==> config.mk <==
export PLATFORM = sky130hd
export DESIGN_NAME = hqt_ctrl
export DESIGN_NICKNAME = d
export VERILOG_FILES = /design/src/rtl/hqt_pkg.sv /design/src/rtl/hqt_ctrl.sv
export SDC_FILE = /design/constraint.sdc
export NUM_CORES = 1
export LEC_CHECK = 0
export BUFFER_PORTS_ARGS = -buffer_cell sky130_fd_sc_hd__buf_2
export CORE_AREA = 2 2 39 41
export DETAILED_ROUTE_END_ITERATION = 16
export DIE_AREA = 0 0 41 43
export PLACE_DENSITY_LB_ADDON = 0.08
export REMOVE_ABC_BUFFERS = 1
export SYNTH_ARGS = -nofsm -noshare
export SYNTH_HDL_FRONTEND = slang
export SYNTH_SLANG_ARGS = --single-unit
==> constraint.sdc <==
create_clock -name clk -period 2.4 [get_ports clk]
set_clock_uncertainty 0.2 [all_clocks]
set_input_delay 0.24 -clock clk [delete_from_list [all_inputs] [get_ports clk]]
set_output_delay 0.24 -clock clk [all_outputs]
set_load 0.05 [all_outputs]
==> src/rtl/hqt_pkg.sv <==
// ----------------------------------------------------------------------------
// hqt_pkg
// Types and constants shared by the host quarantine table modules.
// ----------------------------------------------------------------------------
package hqt_pkg;

  localparam int TABLE_DEPTH = 1024;
  localparam int IDX_W       = $clog2(TABLE_DEPTH);
  localparam int ADDR_W      = 32;
  localparam int DUR_W       = 32;
  localparam int TIME_W      = 48;

  localparam logic REQ_QUARANTINE = 1'b0;
  localparam logic REQ_QUERY      = 1'b1;

  typedef struct packed {
    logic              req_type;
    logic [ADDR_W-1:0] host_addr;
    logic [DUR_W-1:0]  hold_ms;
    logic [TIME_W-1:0] now_ms;
  } hqt_req_t;

  typedef struct packed {
    logic stored_ok;
    logic is_blocked;
  } hqt_result_t;

  typedef struct packed {
    logic              valid;
    logic [ADDR_W-1:0] host;
    logic [TIME_W-1:0] expiry;
  } hqt_entry_t;

  // Commands from the controller to the datapath.
  typedef struct packed {
    logic clear_wr;
    logic load;
    logic rd_en;
    logic cnt_inc;
    logic commit;
  } hqt_cmd_t;

  // Status from the datapath to the controller.
  typedef struct packed {
    logic cnt_last;
  } hqt_sts_t;

endpackage

==> src/rtl/hqt_ctrl.sv <==
// ----------------------------------------------------------------------------
// hqt_ctrl
// Sequencer for the clearing pass and the per-request table scan.
// ----------------------------------------------------------------------------
module hqt_ctrl (
  input  logic            clk,
  input  logic            rst,
  input  logic            start,
  output logic            busy,
  input  hqt_pkg::hqt_sts_t sts,
  output hqt_pkg::hqt_cmd_t cmd
);

  localparam logic [2:0] ST_CLEAR  = 3'd0;
  localparam logic [2:0] ST_IDLE   = 3'd1;
  localparam logic [2:0] ST_SCAN   = 3'd2;
  localparam logic [2:0] ST_DRAIN  = 3'd3;
  localparam logic [2:0] ST_DECIDE = 3'd4;

  logic [2:0] state;
  logic [2:0] state_next;

  always_ff @(posedge clk) begin
    if (rst) begin
      state <= ST_CLEAR;
    end else begin
      state <= state_next;
    end
  end

  always_comb begin
    state_next = state;
    cmd        = '0;
    unique case (state)
      ST_CLEAR: begin
        cmd.clear_wr = 1'b1;
        cmd.cnt_inc  = 1'b1;
        if (sts.cnt_last) begin
          state_next = ST_IDLE;
        end
      end
      ST_IDLE: begin
        if (start) begin
          cmd.load   = 1'b1;
          state_next = ST_SCAN;
        end
      end
      ST_SCAN: begin
        cmd.rd_en   = 1'b1;
        cmd.cnt_inc = 1'b1;
        if (sts.cnt_last) begin
          state_next = ST_DRAIN;
        end
      end
      // The read of the last slot is evaluated in this cycle.
      ST_DRAIN: begin
        state_next = ST_DECIDE;
      end
      ST_DECIDE: begin
        cmd.commit = 1'b1;
        state_next = ST_IDLE;
      end
      default: begin
        state_next = ST_CLEAR;
      end
    endcase
  end

  assign busy = (state != ST_IDLE);

endmodule

==> run metrics, run 1 <==
R2R setup slack about 840 ps; metal2 WL between 200 and 250 um; P_sw 66.73 uW; Post-synth EDFFs 0; period utilization 78.90%; Max IR drop VDD 0.0001800 V; TritonCTS clock tree built; postcts setup bufs 0; Slew headroom approximately 82%; final non-filler cell total 48; Synth Area in XOR/XNOR 0%; design area approximately 240 sq um; Hold WC Path Type in2reg; layout net count 37; setup ws final just over 500 ps; Die Width around 41 um; CTS Hold Bufs 0; Max Slew Vio Count 0; Synth top area share between 30% and 40%; clk_lat worst skew 230 ps; initial antenna violation count 0; f_max 0.5281 GHz; CTS Buffer Depth 2; Remaining Overflow, GRT 0; Simple-Gate Fraction of Synth Area 35.04%; Top Registers state: 3 flops; CTS H-tree depth 1; Critical Path AT around 1500 ps; CP max stage delay approximately 460 ps; Slew @ Worst Pin 273.9 ps; WP data required around 2000 ps; maxcap violations 0; Top reg by flops state; Placeable Area around 1400 sq um; DP Worst Slack approximately 750 ps; first-pass GRT wire length around 700 um; Vias per Instance 3.563; setup tns final 0 ps; combinational power share 25.1%; Ys Warns 0; Cell Area, Synth 171.4 sq um; Die H 43 um; Lkg Pwr 0.0001030 uW; Pwr Density approximately 800 nW/um^2; DRT Wirelength approximately 430 um; root buffer cell clkbuf_4; final hold viol count 0; top routing layer used met3; ys flop type dfxtp_1; pin count of the biggest net entering global routing 10; crit end category primary output; Largest register FFs 3; IO Port Bufs 9; number of global-route vias before repair 173; cells along the critical path or3b_1, nor2_1, buf_2; ratio of cells with drive above 1 in the final layout between 30% and 40%; sequential share of the synthesized area around a third; final setup violating endpoints 0; Clock power frac around 45%; DRC 0; CTS resizes 0; post-synthesis mux area share a little under 6%; largest family of logic cells by synthesized area simple AND/OR/NAND/NOR gates; Yosys reg bits 3; Buf+Inv Stages, Crit Path 1; critical path's top delay family simple AND/OR/NAND/NOR gates; metal3 WL around 19 um; switch share 34.31%; Via Count 171; Synth cell types 15; aggregate global-route resource usage 6.413%; crit path launch type register; Placed Cells 44; share of flip-flops with an asynchronous set or reset 0%; Max FO, Critical Path 9; met1 WL slightly above 200 um; min Tclk post-route approximately 1900 ps; FP Rows 14; mean post-synth cell area between 8 and 9 sq um; Die Area ~1800 sq um; CP Class reg2out; cells after synthesis 21; CTS buffer count 3; drt initial violations 3; RSZ-0062 raised after global routing no; Sink Count 3; drt first pass iters 2; Slowest cell on crit path dfxtp_1; complex-gate fraction of the synthesized area roughly 8.8%; Routed Antenna Nets 0; post-synthesis adder-cell area fraction 0%; clk slew on worst S/H paths ~40 ps; synth top area cells dfxtp_1 (35%), nor3_1 (8.8%), buf_6 (6.6%); Int Pwr 127.8 uW; Synth area leader dfxtp_1; Initial Util about an eighth; num ports 10; Reg power frac between 20 and 30%; Placed Area 217.7 sq um; gp weighted congestion around 0.67; Synth top cells by count dfxtp_1 (3), nor3_1 (3), inv_1 (2), nor2_1 (2); Area Growth Syn to Fin 42.34%; Avg WL per Cell between 8 and 9 um; status finished clean; Ant. Diodes 0
[worst register-to-register path, delay by kind of cell, from the launching register on]
family           cells  cell delay, ps
AO/OA/AOI/OAI        1              80
flip-flops           1             460
AND/OR/NAND/NOR      2             730
[placed cells by master (no fill, tap or decap)]
cell type  n
a211oi_1   1
buf_2      9
clkbuf_1   1
clkbuf_4   3
dfxtp_1    3
inv_1      2
mux2i_1    1
nand2_1    1
nand2b_1   1
nand3_1    1
nor2_1     2
nor3_1     3
nor3b_1    1
o31ai_1    1
or3_1      1
or3b_1     1
[layer usage]
metal	GRT usage, %	up-vias
met3	3.141	0
met5	0	-
met1	7.987	73
met4	6.000	0
li1	-	93
met2	7.500	5
[per-stage QoR]
| step | utilization [%] | hold slack [ps] | total power (uW) |
|---|---|---|---|
| after global placement | 15.73 | 262.8 | 108.1 |
| after global routing | 17.63 | 31.45 | 207.2 |
| after detailed placement | 15.73 | 260.7 | 108.3 |
| after CTS | 17.63 | 15.79 | 198.0 |
| final | 17.63 | 24.59 | 194.5 |
| after floorplan | - | 112.8 | 94.96 |
[cells by family after synthesis]
| family | count (synthesis) |
|---|---|
| and+or+nand+nor | 11 |
| buffers and inverters | 4 |
| DFF | 3 |
| AOI/OAI and AO/OA | 2 |
| muxes | 1 |
[path summary, 6_finish.rpt]
| path | end | cells after the start | start |
|---|---|---|---|
| max | cmd[3] | 3 | state[0] |
| min | state[2] | 2 | rst |
| max reg2reg | state[0] | 3 | state[0] |
| min reg2reg | state[2] | 2 | state[1] |
[power by group through the flow]
| stage | Clock, uW | Sequential, uW | Combinational [uW] |
|---|---|---|---|
| 2_1_floorplan | 0 | 57.5 | 37.5 |
| 3_3_place_gp | 0 | 59.1 | 49.0 |
| 3_5_place_dp | 0 | 59.1 | 49.2 |
| 4_1_cts | 90.3 | 58.4 | 49.3 |
| 5_1_grt | 96.6 | 58.9 | 51.7 |
| 6_report | 87.6 | 58.2 | 48.8 |
[final cells by class]
cell class / count / area [sq um]
fill: 161 / 1140
sequential: 3 / 60.06
tap: 16 / 20.02
clock buffer: 4 / 26.28
timing repair buffer: 9 / 45.04
multi-input combinational: 14 / 85.08
inverter: 2 / 7.507
Note: power is estimated with default switching activity, not from simulation.
==> run 2, diff against run 1 <==
==> constraint.sdc (replaced) <==
create_clock -name clk -period 1.98 [get_ports clk]
set_clock_uncertainty 0.2 [all_clocks]
set_input_delay 0.198 -clock clk [delete_from_list [all_inputs] [get_ports clk]]
set_output_delay 0.198 -clock clk [all_outputs]
set_load 0.05 [all_outputs]
==> run metrics, run 2 (synthesis gave the netlist of run 1 again) <==
status finished clean; CTS H-tree depth 1 (unchanged); Sink Count 3 (unchanged); Top reg by flops state; Tot Pwr 236.7 uW (+22%); Via Count 192 (+12%); Slowest cell on crit path dfxtp_1; drt initial violations 5 (+2); clk slew on worst S/H paths 40 ps (about the same); Die H 43 um (unchanged); maxcap violations 0 (unchanged); final hold viol count 0 (unchanged); Lkg Pwr 0.0001072 uW (+4.1%); Max Slew Vio Count 0 (unchanged); IO Port Bufs 9 (unchanged); Remaining Overflow, GRT 0 (unchanged); Pwr Density 931.9 nW/um^2 (+17%); Buf+Inv Stages, Crit Path 1 (unchanged); DRT Wirelength 436 um (+1.9%); num ports 10 (unchanged); cells along the critical path or3b_1, nor2_1, buf_2; Util after Layout 18.35% (+0.72 points); number of global-route vias before repair 194 (+12%); initial antenna violation count 0 (unchanged); postcts setup bufs 0 (unchanged); aggregate global-route resource usage 6.720% (+0.31 points); pin count of the biggest net entering global routing 10 (unchanged); f_max around 0.54 GHz; clk_lat worst skew 230 ps (about the same); RSZ-0062 raised after global routing no; CP Class reg2out; gp weighted congestion 0.6739 (+1.1%); Initial Util 12.39% (unchanged); Area Growth Syn to Fin 48.18%; first-pass GRT wire length 703 um (unchanged); Die Width 41 um (unchanged); hold slack final 62.40 ps (+37.80 ps); Max FO, Critical Path 9 (unchanged); dpl hpwl roughly 340 um; Routed Antenna Nets 0 (unchanged); Top Registers state: 3 flops; CP max stage delay 460 ps (about the same); DP Worst Slack 372.9 ps (-374.6 ps); Avg WL per Cell 8.898 um (-0.21%); final setup violating endpoints 0 (unchanged); setup ws final 132.1 ps (-374.3 ps); min Tclk post-route 1848 ps; critical path's top delay family simple AND/OR/NAND/NOR gates; Hold WC Path Type in2reg; Max IR drop VDD 0.0001926 V (+7.0%); Largest register FFs 3 (unchanged); period utilization 93.33%; most frequent cells in the layout buf_2 (9), nor3_1 (3), clkbuf_4 (3), dfxtp_1 (3); root buffer cell clkbuf_4; WP data required 1580 ps (-380 ps); crit path launch type register; Slew headroom 81.36% (-0.36 points); ratio of cells with drive above 1 in the final layout 36.36% (-1.1 points); CTS buffer count 3 (unchanged); TritonCTS clock tree built; DRC 0 (unchanged); Filler cells 160 (-0.62%); Critical Path AT 1450 ps (about the same); Vias per Instance 3.918 (+10%); Ant. Diodes 0 (unchanged); CTS Hold Bufs 1 (+1); FP Rows 14 (unchanged); layout net count 38 (+2.7%); CTS Buffer Depth 2 (unchanged); crit end category primary output; Placeable Area 1384 sq um (unchanged); Die Area 1763 sq um (unchanged); commonest non-fill, non-tap cell in the layout buf_2; Slew @ Worst Pin 279.3 ps (+5.360 ps); drt first pass iters 3 (+1); CTS resizes 0 (unchanged)
## run 2: power breakdown
| group | internal [uW] | switching [uW] | total (uW) | leakage, uW |
|---|---|---|---|---|
| registers | 64.2 | 6.36 | 70.6 | 0.0000245 |
| logic | 16.5 | 43.7 | 60.2 | 0.0000677 |
| clock network | 75.4 | 30.5 | 106 | 0.0000150 |
## run 2: worst reg2reg max path, stage by stage, from the launching register on
cell	delay [ps]
dfxtp_1	460
or3b_1	410
or3_1	320
o31ai_1	70
## run 2: path summary, 6_finish.rpt
path                 start       end  slack, ps  cells after the start
hold reg to reg   state[1]  state[2]        330                      2
setup reg to reg  state[0]  state[0]        430                      3
hold / removal       start  state[1]         60                      3
setup / recovery  state[0]    cmd[3]        130                      3
## run 2: metal layers
layer  track usage (%)  wire length, um  up-vias
li1                  -                -       96
met1             7.051              179       87
met2             8.438              219        7
met3             1.571               18        2
met4             10.00               19        0
met5                 0                0        -
## run 2: per-stage QoR
| step | TNS (ps) | area [sq um] | instances |
|---|---|---|---|
| 2_1_floorplan | -200.3 | 152.6 | 19 |
| 3_5_place_dp | 0 | 217.7 | 44 |
| 5_1_grt | 0 | 254.0 | 49 |
| 3_3_place_gp | 0 | 217.7 | 44 |
| 4_1_cts | 0 | 254.0 | 49 |
| 6_report | 0 | 254.0 | 49 |
## run 2: final cells by class
type | instances | area (sq um) | area share [%]
tap | 16 | 20.02 | 7.882
multi-input combinational | 14 | 85.08 | 33.50
clock buffer | 4 | 26.28 | 10.34
inverter | 2 | 7.507 | 2.956
sequential | 3 | 60.06 | 23.65
timing repair buffer | 10 | 55.05 | 21.67
